File: src/rtl/core/assert_macros.svh
// ----------------------------------------------------------------------------
// Assertion macros
// Shared concurrent assertion forms for the packet compressor.
// ----------------------------------------------------------------------------
`ifndef ASSERT_MACROS_SVH
`define ASSERT_MACROS_SVH
// A property that must hold at every rising clock edge outside reset.
`define DBPC_ASSERT(label, clk, rst_n, prop, msg) \
    label: assert property (@(posedge clk) disable iff (!rst_n) (prop)) else $error(msg);
// A condition that must be followed by another one in the next cycle.
`define DBPC_ASSERT_NEXT(label, clk, rst_n, ante, cons, msg) \
    label: assert property (@(posedge clk) disable iff (!rst_n) (ante) |=> (cons)) \
        else $error(msg);
`endif

File: src/rtl/core/dbpc_pkg.sv
// ----------------------------------------------------------------------------
// Packet compressor package
// Types, constants and helper functions shared by the compressor modules.
// ----------------------------------------------------------------------------
`default_nettype none
package dbpc_pkg;
    localparam int MaxPacketBytes = 32;
    localparam int LEN_W          = 6;
    localparam int CNT_W          = 3;
    localparam int QUEUE_DEPTH    = 2;

    localparam logic [LEN_W-1:0] PACKET_LENGTH_RESET     = 6'd32;
    localparam logic [CNT_W-1:0] KEYFRAME_INTERVAL_RESET = 3'd7;

    // Configuration register indexes.
    localparam logic REG_PACKET_LENGTH     = 1'b0;
    localparam logic REG_KEYFRAME_INTERVAL = 1'b1;

    // Delta form codes as carried in the header.
    localparam logic [1:0] DT_NONE     = 2'd0;
    localparam logic [1:0] DT_BYTEWISE = 2'd1;
    localparam logic [1:0] DT_PAIRS    = 2'd2;
    localparam logic [1:0] DT_FULL     = 2'd3;

    // One completed packet handed from the front to the back.
    typedef struct packed {
        logic [LEN_W-1:0] n;
        logic [CNT_W-1:0] counter;
    } t_desc;

    // Zigzag code of a two's complement byte.
    function automatic logic [7:0] zigzag(input logic [7:0] x);
        return {x[6:0], 1'b0} ^ {8{x[7]}};
    endfunction

    function automatic logic [3:0] ones8(input logic [7:0] x);
        logic [3:0] s;
        s = 4'd0;
        for (int b = 0; b < 8; b++) begin
            s = s + {3'd0, x[b]};
        end
        return s;
    endfunction
endpackage
`default_nettype wire

File: src/rtl/core/dbpc_in_if.sv
// ----------------------------------------------------------------------------
// Input byte channel
// Valid/ready channel that carries one byte of a sample packet per request.
// ----------------------------------------------------------------------------
`default_nettype none
interface dbpc_in_if;
    logic       valid;
    logic       ready;
    logic [7:0] data_byte;

    modport source (output valid, output data_byte, input ready);
    modport sink   (input valid, input data_byte, output ready);
endinterface
`default_nettype wire

File: src/rtl/core/dbpc_out_if.sv
// ----------------------------------------------------------------------------
// Output byte channel
// Valid/ready channel that carries one byte of a compressed packet per request.
// ----------------------------------------------------------------------------
`default_nettype none
interface dbpc_out_if;
    logic       valid;
    logic       ready;
    logic [7:0] out_byte;
    logic       last_byte;

    modport source (output valid, output out_byte, output last_byte, input ready);
    modport sink   (input valid, input out_byte, input last_byte, output ready);
endinterface
`default_nettype wire

File: src/rtl/core/delta_bitmap_packet_compressor_unit.sv
// ----------------------------------------------------------------------------
// Delta bitmap packet compressor
// Compresses fixed-length sample packets with delta, zigzag and zero bitmap.
// ----------------------------------------------------------------------------
// Usage. Bytes of a sample packet arrive one per request on i_in. When the
// last byte of a packet (packet_length bytes) is taken, the packet goes to
// the back end, which emits a header byte and the payload on o_out; the
// final byte of each compressed packet carries last_byte.
// Configuration is written through i_cfg_wr_en, i_cfg_index and i_cfg_data
// while the block is idle; index 0 is packet_length, index 1 is
// keyframe_interval.
// Timing. Input bytes are taken one per cycle while the front end is not
// stalled. After the last byte of a packet the back end pulls the packet
// from the queue (IDLE), scans it (SCAN, one byte per cycle through the
// three delta forms) and decides (DECIDE) before it loads the header. The
// length and map bytes then follow at one per cycle while the receiver is
// ready, and every payload byte passes through a read (FETCH), then the
// load (DATA); with bitmap packing a skipped zero byte also passes through
// both states. The front end stalls from the last byte of a packet to the
// end of its scan, after which collection overlaps with emission.
// Reset clears the previous packet to zeros, the sample counter and the
// byte index. If the receiver stalls, the output register holds its byte
// and the back end waits; the front end keeps filling until it needs the
// back end again.
// ----------------------------------------------------------------------------
`default_nettype none
module delta_bitmap_packet_compressor_unit
    import dbpc_pkg::*;
#(
    parameter int MAX_PACKET_BYTES = MaxPacketBytes
) (
    input  wire             i_clk,
    input  wire             i_rst_n,
    dbpc_in_if.sink         i_in,
    dbpc_out_if.source      o_out,
    input  wire             i_cfg_wr_en,
    input  wire             i_cfg_index,
    input  wire [LEN_W-1:0] i_cfg_data
);
    localparam int IDX_W = $clog2(MAX_PACKET_BYTES);

    logic [LEN_W-1:0] r_packet_length;
    logic [CNT_W-1:0] r_keyframe_interval;

    logic             w_push;
    t_desc            w_push_desc;
    t_desc            w_head_desc;
    logic             w_pop;
    logic             w_empty;
    logic             w_full;
    logic             w_release;
    logic [IDX_W-1:0] w_rd_addr;
    logic [7:0]       w_rd_data;

    // Configuration registers; the register index decodes both entries.
    always_ff @(posedge i_clk) begin
        if (!i_rst_n) begin
            r_packet_length     <= PACKET_LENGTH_RESET;
            r_keyframe_interval <= KEYFRAME_INTERVAL_RESET;
        end else if (i_cfg_wr_en) begin
            case (i_cfg_index)
                REG_PACKET_LENGTH: begin
                    r_packet_length <= i_cfg_data;
                end
                REG_KEYFRAME_INTERVAL: begin
                    r_keyframe_interval <= i_cfg_data[CNT_W-1:0];
                end
                default: begin
                    r_packet_length <= r_packet_length;
                end
            endcase
        end
    end

    // Front end: collects bytes and counts samples.
    dbpc_front #(
        .MAX_PACKET_BYTES(MAX_PACKET_BYTES)
    ) u_front (
        .i_clk              (i_clk),
        .i_rst_n            (i_rst_n),
        .i_in               (i_in),
        .i_packet_length    (r_packet_length),
        .i_keyframe_interval(r_keyframe_interval),
        .o_push             (w_push),
        .o_desc             (w_push_desc),
        .i_full             (w_full),
        .i_release          (w_release),
        .i_rd_addr          (w_rd_addr),
        .o_rd_data          (w_rd_data)
    );

    // Queue of completed packets awaiting the back end.
    dbpc_queue u_queue (
        .i_clk  (i_clk),
        .i_rst_n(i_rst_n),
        .i_push (w_push),
        .i_desc (w_push_desc),
        .i_pop  (w_pop),
        .o_desc (w_head_desc),
        .o_empty(w_empty),
        .o_full (w_full)
    );

    // Back end: scores the forms and emits the compressed packet.
    dbpc_back #(
        .MAX_PACKET_BYTES(MAX_PACKET_BYTES)
    ) u_back (
        .i_clk    (i_clk),
        .i_rst_n  (i_rst_n),
        .i_empty  (w_empty),
        .i_desc   (w_head_desc),
        .o_pop    (w_pop),
        .o_rd_addr(w_rd_addr),
        .i_rd_data(w_rd_data),
        .o_release(w_release),
        .o_out    (o_out)
    );
endmodule
`default_nettype wire

File: src/rtl/core/dbpc_front.sv
// ----------------------------------------------------------------------------
// Packet compressor front end
// Collects packet bytes, tracks the sample counter and hands off packets.
// ----------------------------------------------------------------------------
`default_nettype none
module dbpc_front
    import dbpc_pkg::*;
#(
    parameter int MAX_PACKET_BYTES = MaxPacketBytes
) (
    input  wire              i_clk,
    input  wire              i_rst_n,
    dbpc_in_if.sink          i_in,
    input  wire [LEN_W-1:0]  i_packet_length,
    input  wire [CNT_W-1:0]  i_keyframe_interval,
    output logic             o_push,
    output t_desc            o_desc,
    input  wire              i_full,
    input  wire              i_release,
    input  wire [$clog2(MAX_PACKET_BYTES)-1:0] i_rd_addr,
    output logic [7:0]       o_rd_data
);
    localparam int IDX_W = $clog2(MAX_PACKET_BYTES);

    logic [7:0]       r_cur [MAX_PACKET_BYTES];
    logic [IDX_W-1:0] r_idx;
    logic [CNT_W-1:0] r_counter;
    logic             r_busy;

    logic [LEN_W-1:0] n_len;
    logic [CNT_W-1:0] n_intv;
    logic [LEN_W:0]   n_next_idx;
    logic             n_accept;
    logic             n_complete;
    logic [CNT_W:0]   n_cnt_inc;

    always_comb begin
        if (i_packet_length == '0) begin
            n_len = LEN_W'(1);
        end else if (i_packet_length > LEN_W'(MAX_PACKET_BYTES)) begin
            n_len = LEN_W'(MAX_PACKET_BYTES);
        end else begin
            n_len = i_packet_length;
        end
        n_intv     = (i_keyframe_interval == '0) ? CNT_W'(1) : i_keyframe_interval;
        n_next_idx = (LEN_W+1)'(r_idx) + (LEN_W+1)'(1);
        n_complete = !(n_next_idx < {1'b0, n_len});
        n_accept   = i_in.valid && i_in.ready;
        n_cnt_inc  = {1'b0, r_counter} + (CNT_W+1)'(1);
    end

    assign i_in.ready = !r_busy && !i_full;
    assign o_push     = n_accept && n_complete;
    assign o_desc     = '{n: n_len, counter: r_counter};
    assign o_rd_data  = r_cur[i_rd_addr];

    always_ff @(posedge i_clk) begin
        if (n_accept) begin
            r_cur[r_idx] <= i_in.data_byte;
        end
    end

    always_ff @(posedge i_clk) begin
        if (!i_rst_n) begin
            r_idx     <= '0;
            r_counter <= '0;
            r_busy    <= 1'b0;
        end else begin
            if (n_accept) begin
                if (n_complete) begin
                    r_idx     <= '0;
                    r_busy    <= 1'b1;
                    r_counter <= (n_cnt_inc >= {1'b0, n_intv}) ? '0 : n_cnt_inc[CNT_W-1:0];
                end else begin
                    r_idx <= n_next_idx[IDX_W-1:0];
                end
            end else if (i_release) begin
                r_busy <= 1'b0;
            end
        end
    end
endmodule
`default_nettype wire

File: src/rtl/core/dbpc_queue.sv
// ----------------------------------------------------------------------------
// Packet descriptor queue
// Short first-in first-out queue between the front end and the back end.
// ----------------------------------------------------------------------------
`default_nettype none
`include "assert_macros.svh"
module dbpc_queue
    import dbpc_pkg::*;
(
    input  wire    i_clk,
    input  wire    i_rst_n,
    input  wire    i_push,
    input  t_desc  i_desc,
    input  wire    i_pop,
    output t_desc  o_desc,
    output logic   o_empty,
    output logic   o_full
);
    t_desc      r_mem [QUEUE_DEPTH];
    logic       r_wp;
    logic       r_rp;
    logic [1:0] r_count;

    assign o_desc  = r_mem[r_rp];
    assign o_empty = (r_count == 2'd0);
    assign o_full  = (r_count == 2'(QUEUE_DEPTH));

    always_ff @(posedge i_clk) begin
        if (i_push) begin
            r_mem[r_wp] <= i_desc;
        end
    end

    always_ff @(posedge i_clk) begin
        if (!i_rst_n) begin
            r_wp    <= 1'b0;
            r_rp    <= 1'b0;
            r_count <= 2'd0;
        end else begin
            if (i_push) begin
                r_wp <= ~r_wp;
            end
            if (i_pop) begin
                r_rp <= ~r_rp;
            end
            if (i_push && !i_pop) begin
                r_count <= r_count + 2'd1;
            end else if (i_pop && !i_push) begin
                r_count <= r_count - 2'd1;
            end
        end
    end

    `DBPC_ASSERT(a_no_overflow, i_clk, i_rst_n, !(i_push && o_full), "push into full queue")
    `DBPC_ASSERT(a_no_underflow, i_clk, i_rst_n, !(i_pop && o_empty), "pop from empty queue")
endmodule
`default_nettype wire

File: src/rtl/core/dbpc_back.sv
// ----------------------------------------------------------------------------
// Packet compressor back end
// Scores the delta forms, picks the packing and streams out the result.
// ----------------------------------------------------------------------------
`default_nettype none
`include "assert_macros.svh"
module dbpc_back
    import dbpc_pkg::*;
#(
    parameter int MAX_PACKET_BYTES = MaxPacketBytes
) (
    input  wire              i_clk,
    input  wire              i_rst_n,
    input  wire              i_empty,
    input  t_desc            i_desc,
    output logic             o_pop,
    output logic [$clog2(MAX_PACKET_BYTES)-1:0] o_rd_addr,
    input  wire [7:0]        i_rd_data,
    output logic             o_release,
    dbpc_out_if.source       o_out
);
    localparam int IDX_W     = $clog2(MAX_PACKET_BYTES);
    localparam int SUM_W     = $clog2(MAX_PACKET_BYTES * 8 + 1);
    localparam int NZ_W      = $clog2(MAX_PACKET_BYTES + 1);
    localparam int MAP_BYTES = (MAX_PACKET_BYTES + 7) / 8;
    localparam int MAP_W     = (MAP_BYTES > 1) ? $clog2(MAP_BYTES) : 1;

    typedef enum logic [7:0] {
        ST_IDLE   = 8'b00000001,
        ST_SCAN   = 8'b00000010,
        ST_DECIDE = 8'b00000100,
        ST_HDR    = 8'b00001000,
        ST_LEN    = 8'b00010000,
        ST_MAP    = 8'b00100000,
        ST_DATA   = 8'b01000000,
        ST_FETCH  = 8'b10000000
    } t_state;

    t_state r_state;

    logic [7:0]            r_prev [MAX_PACKET_BYTES];
    logic [7:0]            r_work [4][MAX_PACKET_BYTES];
    logic [MAX_PACKET_BYTES-1:0] r_zero [4];
    logic [SUM_W-1:0]      r_sum [4];
    logic [NZ_W-1:0]       r_nz [4];
    logic [IDX_W-1:0]      r_idx;
    logic [LEN_W-1:0]      r_n;
    logic [CNT_W-1:0]      r_counter;
    logic                  r_b2;
    logic                  r_b3;
    logic [1:0]            r_sel;
    logic                  r_bitmap;
    logic [NZ_W-1:0]       r_left;
    logic [MAP_W-1:0]      r_k;
    logic [MAP_W:0]        r_map_last;
    logic                  r_ovalid;
    logic [7:0]            r_obyte;
    logic                  r_olast;
    logic [7:0]            r_wbyte;

    logic [7:0] n_c;
    logic [7:0] n_p;
    logic [7:0] n_d [4];
    logic [8:0] n_s2;
    logic [8:0] n_s3;
    logic       n_b2_in;
    logic [1:0] n_sel;
    logic [LEN_W:0] n_map_size;
    logic [7:0] n_bm_size;
    logic       n_can_load;
    logic       n_emit;
    logic [7:0] n_map_byte;
    logic [MAP_W+2:0] n_pos;

    assign o_rd_addr = r_idx;
    assign n_c       = i_rd_data;
    assign n_p       = r_prev[r_idx];
    assign n_can_load = !r_ovalid || o_out.ready;
    assign o_pop     = (r_state == ST_IDLE) && !i_empty;
    assign o_release = (r_state == ST_SCAN) && (r_idx == '0);

    assign o_out.valid     = r_ovalid;
    assign o_out.out_byte  = r_obyte;
    assign o_out.last_byte = r_olast;

    always_comb begin
        n_b2_in = !r_idx[0] && ((LEN_W+1)'(r_idx) + (LEN_W+1)'(1) < {1'b0, r_n}) && r_b2;
        n_s2    = {1'b0, n_c} - {1'b0, n_p} - {8'd0, n_b2_in};
        n_s3    = {1'b0, n_c} - {1'b0, n_p} - {8'd0, r_b3};
        n_d[0]  = n_c;
        n_d[1]  = zigzag(n_c - n_p);
        n_d[2]  = zigzag(n_s2[7:0]);
        n_d[3]  = zigzag(n_s3[7:0]);

        n_sel = DT_NONE;
        if (r_counter != '0) begin
            if (r_sum[1] < r_sum[0]) begin
                n_sel = DT_BYTEWISE;
            end
            if (r_sum[2] < r_sum[n_sel]) begin
                n_sel = DT_PAIRS;
            end
            if (r_sum[3] < r_sum[n_sel]) begin
                n_sel = DT_FULL;
            end
        end
        n_map_size = ({1'b0, r_n} + (LEN_W+1)'(7)) >> 3;
        n_bm_size  = 8'd1 + 8'(n_map_size) + 8'(r_nz[n_sel]);

        n_map_byte = 8'd0;
        n_pos      = '0;
        for (int b = 0; b < 8; b++) begin
            n_pos = {r_k, 3'(b)};
            if ({1'b0, n_pos} < (MAP_W+4)'(MAX_PACKET_BYTES)) begin
                n_map_byte[7-b] = r_zero[r_sel][n_pos[IDX_W-1:0]];
            end
        end

        // A byte goes into the output register in this cycle.
        case (r_state)
            ST_HDR, ST_LEN, ST_MAP: begin
                n_emit = n_can_load;
            end
            ST_DATA: begin
                n_emit = n_can_load && !(r_bitmap && r_wbyte == 8'd0);
            end
            default: begin
                n_emit = 1'b0;
            end
        endcase
    end

    // Previous packet and per-form working copies.
    always_ff @(posedge i_clk) begin
        if (!i_rst_n) begin
            for (int i = 0; i < MAX_PACKET_BYTES; i++) begin
                r_prev[i] <= 8'd0;
            end
        end else if (r_state == ST_SCAN) begin
            r_prev[r_idx] <= n_c;
        end
    end

    always_ff @(posedge i_clk) begin
        if (r_state == ST_SCAN) begin
            for (int f = 0; f < 4; f++) begin
                r_work[f][r_idx] <= n_d[f];
            end
        end
    end

    // Registered read of the chosen form at the payload index.
    always_ff @(posedge i_clk) begin
        r_wbyte <= r_work[r_sel][r_idx];
    end

    always_ff @(posedge i_clk) begin
        if (!i_rst_n) begin
            r_state  <= ST_IDLE;
            r_ovalid <= 1'b0;
        end else begin
            if (n_emit) begin
                r_ovalid <= 1'b1;
            end else if (r_ovalid && o_out.ready) begin
                r_ovalid <= 1'b0;
            end
            case (r_state)
                ST_IDLE: begin
                    if (!i_empty) begin
                        r_n       <= i_desc.n;
                        r_counter <= i_desc.counter;
                        r_idx     <= IDX_W'(i_desc.n - LEN_W'(1));
                        r_b2      <= 1'b0;
                        r_b3      <= 1'b0;
                        for (int f = 0; f < 4; f++) begin
                            r_sum[f]  <= '0;
                            r_nz[f]   <= '0;
                            r_zero[f] <= '0;
                        end
                        r_state <= ST_SCAN;
                    end
                end
                ST_SCAN: begin
                    for (int f = 0; f < 4; f++) begin
                        r_sum[f] <= r_sum[f] + SUM_W'(ones8(n_d[f]));
                        if (n_d[f] == 8'd0) begin
                            r_zero[f][r_idx] <= 1'b1;
                        end else begin
                            r_nz[f] <= r_nz[f] + NZ_W'(1);
                        end
                    end
                    if (r_idx[0]) begin
                        r_b2 <= n_s2[8];
                    end
                    r_b3 <= n_s3[8];
                    if (r_idx == '0) begin
                        r_state <= ST_DECIDE;
                    end else begin
                        r_idx <= r_idx - IDX_W'(1);
                    end
                end
                ST_DECIDE: begin
                    r_sel      <= n_sel;
                    r_bitmap   <= n_bm_size < 8'(r_n);
                    r_left     <= r_nz[n_sel];
                    r_map_last <= n_map_size[MAP_W:0] - (MAP_W+1)'(1);
                    r_state    <= ST_HDR;
                end
                ST_HDR: begin
                    if (n_can_load) begin
                        r_obyte  <= {2'b00, r_bitmap, r_sel, r_counter};
                        r_olast  <= 1'b0;
                        r_idx    <= '0;
                        r_k      <= '0;
                        r_state  <= r_bitmap ? ST_LEN : ST_FETCH;
                    end
                end
                ST_LEN: begin
                    if (n_can_load) begin
                        r_obyte  <= 8'(r_n);
                        r_olast  <= 1'b0;
                        r_state  <= ST_MAP;
                    end
                end
                ST_MAP: begin
                    if (n_can_load) begin
                        r_obyte  <= n_map_byte;
                        r_olast  <= ({1'b0, r_k} == r_map_last) && (r_left == '0);
                        if ({1'b0, r_k} == r_map_last) begin
                            r_state <= (r_left == '0) ? ST_IDLE : ST_FETCH;
                        end else begin
                            r_k <= r_k + MAP_W'(1);
                        end
                    end
                end
                ST_FETCH: begin
                    r_state <= ST_DATA;
                end
                ST_DATA: begin
                    if (r_bitmap && r_wbyte == 8'd0) begin
                        r_idx   <= r_idx + IDX_W'(1);
                        r_state <= ST_FETCH;
                    end else if (n_can_load) begin
                        r_obyte  <= r_wbyte;
                        r_left   <= r_left - NZ_W'(1);
                        if (r_bitmap ? (r_left == NZ_W'(1))
                                     : ((LEN_W+1)'(r_idx) + (LEN_W+1)'(1) == {1'b0, r_n})) begin
                            r_olast <= 1'b1;
                            r_state <= ST_IDLE;
                        end else begin
                            r_olast <= 1'b0;
                            r_idx   <= r_idx + IDX_W'(1);
                            r_state <= ST_FETCH;
                        end
                    end
                end
                default: begin
                    r_state <= ST_IDLE;
                end
            endcase
        end
    end

    `DBPC_ASSERT_NEXT(a_scan_to_decide, i_clk, i_rst_n, o_release, r_state == ST_DECIDE, "scan did not end in decide")
    `DBPC_ASSERT(a_scan_in_range, i_clk, i_rst_n, (r_state != ST_SCAN) || ((LEN_W+1)'(r_idx) < {1'b0, r_n}), "scan index beyond packet")
endmodule
`default_nettype wire

File: src/flat_wrapper.sv
// flat-port wrapper written by rule: the top's interface ports become plain ports
module delta_bitmap_packet_compressor_unit_flat import dbpc_pkg::*;
#(
    parameter int MAX_PACKET_BYTES = MaxPacketBytes
)
  (i_clk, i_rst_n, i_cfg_wr_en, i_cfg_index, i_cfg_data, i_in_valid, i_in_data_byte, i_in_ready, o_out_valid, o_out_out_byte, o_out_last_byte, o_out_ready);
  dbpc_in_if i_in_i ();
  dbpc_out_if o_out_i ();
  input  wire i_clk;
  input  wire i_rst_n;
  input  wire i_cfg_wr_en;
  input  wire i_cfg_index;
  input  wire [LEN_W-1:0] i_cfg_data;
  input wire logic [$bits(i_in_i.valid)-1:0] i_in_valid;
  input wire logic [$bits(i_in_i.data_byte)-1:0] i_in_data_byte;
  output wire logic [$bits(i_in_i.ready)-1:0] i_in_ready;
  output wire logic [$bits(o_out_i.valid)-1:0] o_out_valid;
  output wire logic [$bits(o_out_i.out_byte)-1:0] o_out_out_byte;
  output wire logic [$bits(o_out_i.last_byte)-1:0] o_out_last_byte;
  input wire logic [$bits(o_out_i.ready)-1:0] o_out_ready;
  assign i_in_i.valid = i_in_valid;
  assign i_in_i.data_byte = i_in_data_byte;
  assign i_in_ready = i_in_i.ready;
  assign o_out_valid = o_out_i.valid;
  assign o_out_out_byte = o_out_i.out_byte;
  assign o_out_last_byte = o_out_i.last_byte;
  assign o_out_i.ready = o_out_ready;
  delta_bitmap_packet_compressor_unit #(.MAX_PACKET_BYTES(MAX_PACKET_BYTES)) u_core (.i_clk(i_clk), .i_rst_n(i_rst_n), .i_in(i_in_i), .o_out(o_out_i), .i_cfg_wr_en(i_cfg_wr_en), .i_cfg_index(i_cfg_index), .i_cfg_data(i_cfg_data));
endmodule
File: config.mk
export PLATFORM = sky130hd
export DESIGN_NAME = delta_bitmap_packet_compressor_unit_flat
export DESIGN_NICKNAME = d
export VERILOG_FILES = /design/src/rtl/core/dbpc_pkg.sv /design/src/rtl/core/dbpc_in_if.sv /design/src/rtl/core/dbpc_out_if.sv /design/src/rtl/core/delta_bitmap_packet_compressor_unit.sv /design/src/rtl/core/dbpc_front.sv /design/src/rtl/core/dbpc_queue.sv /design/src/rtl/core/dbpc_back.sv /design/src/flat_wrapper.sv
export VERILOG_INCLUDE_DIRS = /design/src /design/src/rtl/core
export SDC_FILE = /design/constraint.sdc
export NUM_CORES = 2
export LEC_CHECK = 0
export BUFFER_PORTS_ARGS = -buffer_cell sky130_fd_sc_hd__buf_4
export CORE_MARGIN = 3
export CORE_UTILIZATION = 61
export CTS_CLUSTER_DIAMETER = 100
export DETAILED_ROUTE_END_ITERATION = 8
export PLACE_DENSITY = 0.77
export SETUP_SLACK_MARGIN = 0.02
export SLEW_MARGIN = 20
export SYNTH_ARGS = -nofsm -noshare
export SYNTH_HDL_FRONTEND = slang
export SYNTH_SLANG_ARGS = --single-unit
File: constraint.sdc
create_clock -name i_clk -period 27.8 [get_ports i_clk]
set_input_delay 2.78 -clock i_clk [delete_from_list [all_inputs] [get_ports i_clk]]
set_output_delay 2.78 -clock i_clk [all_outputs]
set_load 0.005 [all_outputs]
==> results.ini <==
[outcome]
status=complete, no violations

[global_route]
grt-ovfl-total=0
grt_pass1_wl_mm=289
grt_pass1_vias=42400
grt_max_degree=158
grt.total_usage=0.307
antenna_found_initial=4

[finish]
layout_common_cells=edfxtp_1 (1685), mux4_2 (520), nor2_1 (419)
finalNetCount=4544
mostFrequentLayoutCell=edfxtp_1
fill_cells=7637
area_growth_pct=11.3
drive_above_1_share=0.233

[worst_setup_path]
r2r-end=u_core.u_back.r_sum[2][6]
r2r_setup_slack_ns=17.01
critical_path_class=register to register
reg2regPathDepth=26
critPathLaunchType=register
cp.required_ns=28.34
end_kind=register
cp_data_arrival_time_ns=11.33
cp_max_fo=50

[logic_synthesis]
netlist_instances=4298
yosys_most_used_dff=edfxtp_1
yosys.area_share.simple=0.0517
yosysUniqueCellTypes=83
synth_edf_count=1685
synth_fp_nets=4448
synthAdderAreaFrac=0.0233
yosysTopAreaCell=edfxtp_1
yosys.area.top_type_share=0.662
synth-seq-area-share=0.700
syn_avg_cell_area_um2=17.8
synth_area_leaders=edfxtp_1 (66%), mux4_2 (15%), dfxtp_1 (3.7%), nor2_1 (2.3%), ha_1 (1.8%)
muxShareOfSynthArea=0.160
synth_top_family_by_area=multiplexers
postSynth.asyncResetShare=0
synth_compound_area_frac=0.0353
netlist_area_um2=76400
synth_xor_area_frac=0.0119
synth_warnings=0
ys_seq_elements=1828

[drt]
vias_per_cell=6.79
first_pass_iters=6
antenna_left=0
drc_errors=0
drtIter0Drc=5831
num_vias=41900
wl_per_cell_um=31.7
drt_wl_total_mm=196

[clock_tree]
root_buffer=clkbuf_16
cts_sinks=1828
h-tree-depth=4
post_cts_buffers=0
clk_path_buf_depth=3
numCtsBuffers=176
clkLatencyLatePin_ns=0.84
cts_tree=yes
postCtsHoldBufs=0
cts_resized=0
path_clk_slew_ns=0.06

[placed_design]
io_buffers=30
hpwl_mm=110
place.gp.congestion=0.909
pre_cts_slack_ns=17.05

[timing]
fin_crit_ns=10.79
hold_slack_ns=0.449
tns_ns=0
tightest_slew_ns=1.16
layout_setup_ws_ns=17.01
rsz0062_at_grt=no
fin_crit_sh=0.388
setup_viol_count_final=0
hold_viol_final=0
slew_viol_final=0
finClkSkew_ns=0.0356
relSlewSlack=0.207
max_freq_mhz=92.7

[floorplanning]
die_h_um=360
ios=31
die_w_um=360
dieArea_um2=130000
initial_core_util=0.616
core_area_um2=124000
rows=129

[worst_hold_path]
worstHoldEndpoint=u_core.u_back.r_zero[2][6]
hold_path.class=register to register
holdCritStartpoint=u_core.u_back.r_zero[2][6]
hold_depth=2

[run]
drv_cap=0

flip-flops by register name, summed over array words and instances (netlist names), 2 cells and up, named ones only:
register	cells
u_core.u_back.r_state	8
u_core.u_back.r_work	1024
u_core.u_back.r_sum	36
u_core.u_front.r_counter	3
u_core.u_back.r_prev	256
u_core.u_queue.r_mem	18
u_core.u_back.o_rd_addr	5
u_core.u_back.r_map_last	3
u_core.u_back.r_k	2
u_core.u_queue.r_count	2
u_core.u_back.r_left	6
u_core.r_keyframe_interval	3
u_core.u_back.r_sel	2
u_core.u_front.r_idx	5
u_core.u_back.r_nz	24
u_core.u_front.r_cur	256
u_core.u_back.r_zero	128
u_core.u_back.r_n	6
u_core.u_back.r_wbyte	8
u_core.u_back.o_out.out_byte	8
u_core.u_back.r_counter	3
u_core.r_packet_length	6
per-stage QoR:
step                      cells  utilization  cell area (um^2)
final                      6176        0.686             85000
after floorplan            4298            -             76400
after global routing       6176        0.686             85000
after CTS                  6175        0.686             85000
after detailed placement   5853        0.639             79200
after global placement     5853        0.639             79200
cell usage after synthesis (all sizes together) (25+ instances only):
| master | count |
|---|---|
| edfxtp | 1685 |
| mux4 | 520 |
| nor2 | 461 |
| nand2 | 209 |
| o21ai | 194 |
| clkbuf | 181 |
| dfxtp | 143 |
| ha | 110 |
| inv | 92 |
| buf | 71 |
| xnor2 | 65 |
| a21oi | 58 |
| nor2b | 41 |
| nand3 | 38 |
| xor2 | 36 |
| mux2i | 35 |
| nor3 | 33 |
| and2 | 25 |
how the worst max path moves through the flow:
stage          slack [ns]                   endpoint  cells past startpoint
6_report            17.01  u_core.u_back.r_sum[2][6]                     26
5_1_grt             16.41  u_core.u_back.r_sum[2][6]                     26
4_1_cts             16.90  u_core.u_back.r_sum[2][6]                     26
3_5_place_dp        17.05  u_core.u_back.r_sum[2][6]                     26
3_3_place_gp        17.25  u_core.u_back.r_sum[2][8]                     26
2_1_floorplan       18.10  u_core.u_back.r_sum[2][8]                     26
metal layers:
metal	vias up	global-route usage	routed length [um]
met5	-	0	0
met4	0	0.129	8260
met3	450	0.0707	20400
met2	2606	0.478	93600
met1	21600	0.427	73500
li1	17200	-	-
kinds of logic (layout without fill, tap and decap cells):
group,Yosys count,in the layout
AO/OA/AOI/OAI,420,420
AND/OR/NAND/NOR,902,902
XOR/XNOR,101,101
buffers and inverters,347,587
adder cells (fa/ha/maj),130,130
multiplexers,570,570
other,0,1
flip-flops,1828,1828
area by class of cell:
class / instances / area (um^2) / share of cell area
well taps: 1637 / 2050 / 0.0241
multi-input cells: 2123 / 22100 / 0.260
clock inverters: 86 / 932 / 0.0110
flip-flops and latches: 1828 / 53500 / 0.629
repair buffers: 170 / 1310 / 0.0153
inverters: 95 / 367 / 0.00431
clock buffers: 236 / 4820 / 0.0567
diodes: 1 / 2.50 / 0.0000294
worst max-delay path, stage by stage (launching register included):
cell,delay [ns]
dfxtp_4,0.90
buf_4,0.90
mux4_2,0.62
mux4_2,0.54
mux2i_4,0.16
buf_4,0.37
inv_2,0.39
ha_1,0.48
and2_4,0.17
a221o_1,0.36
or3_1,0.54
a2111oi_2,0.75
xnor2_4,0.17
buf_4,0.41
inv_1,0.22
ha_1,0.39
fa_1,0.55
inv_1,0.06
fa_1,0.50
xnor2_1,0.18
fa_1,0.49
fa_1,0.44
a21o_1,0.19
a21oi_1,0.27
nor2_1,0.09
xnor2_1,0.17
nor2_1,0.06
Power is left out: the tool's default activity adds up to more than one toggle a clock period on the data nets, which glitch-free logic cannot reach.
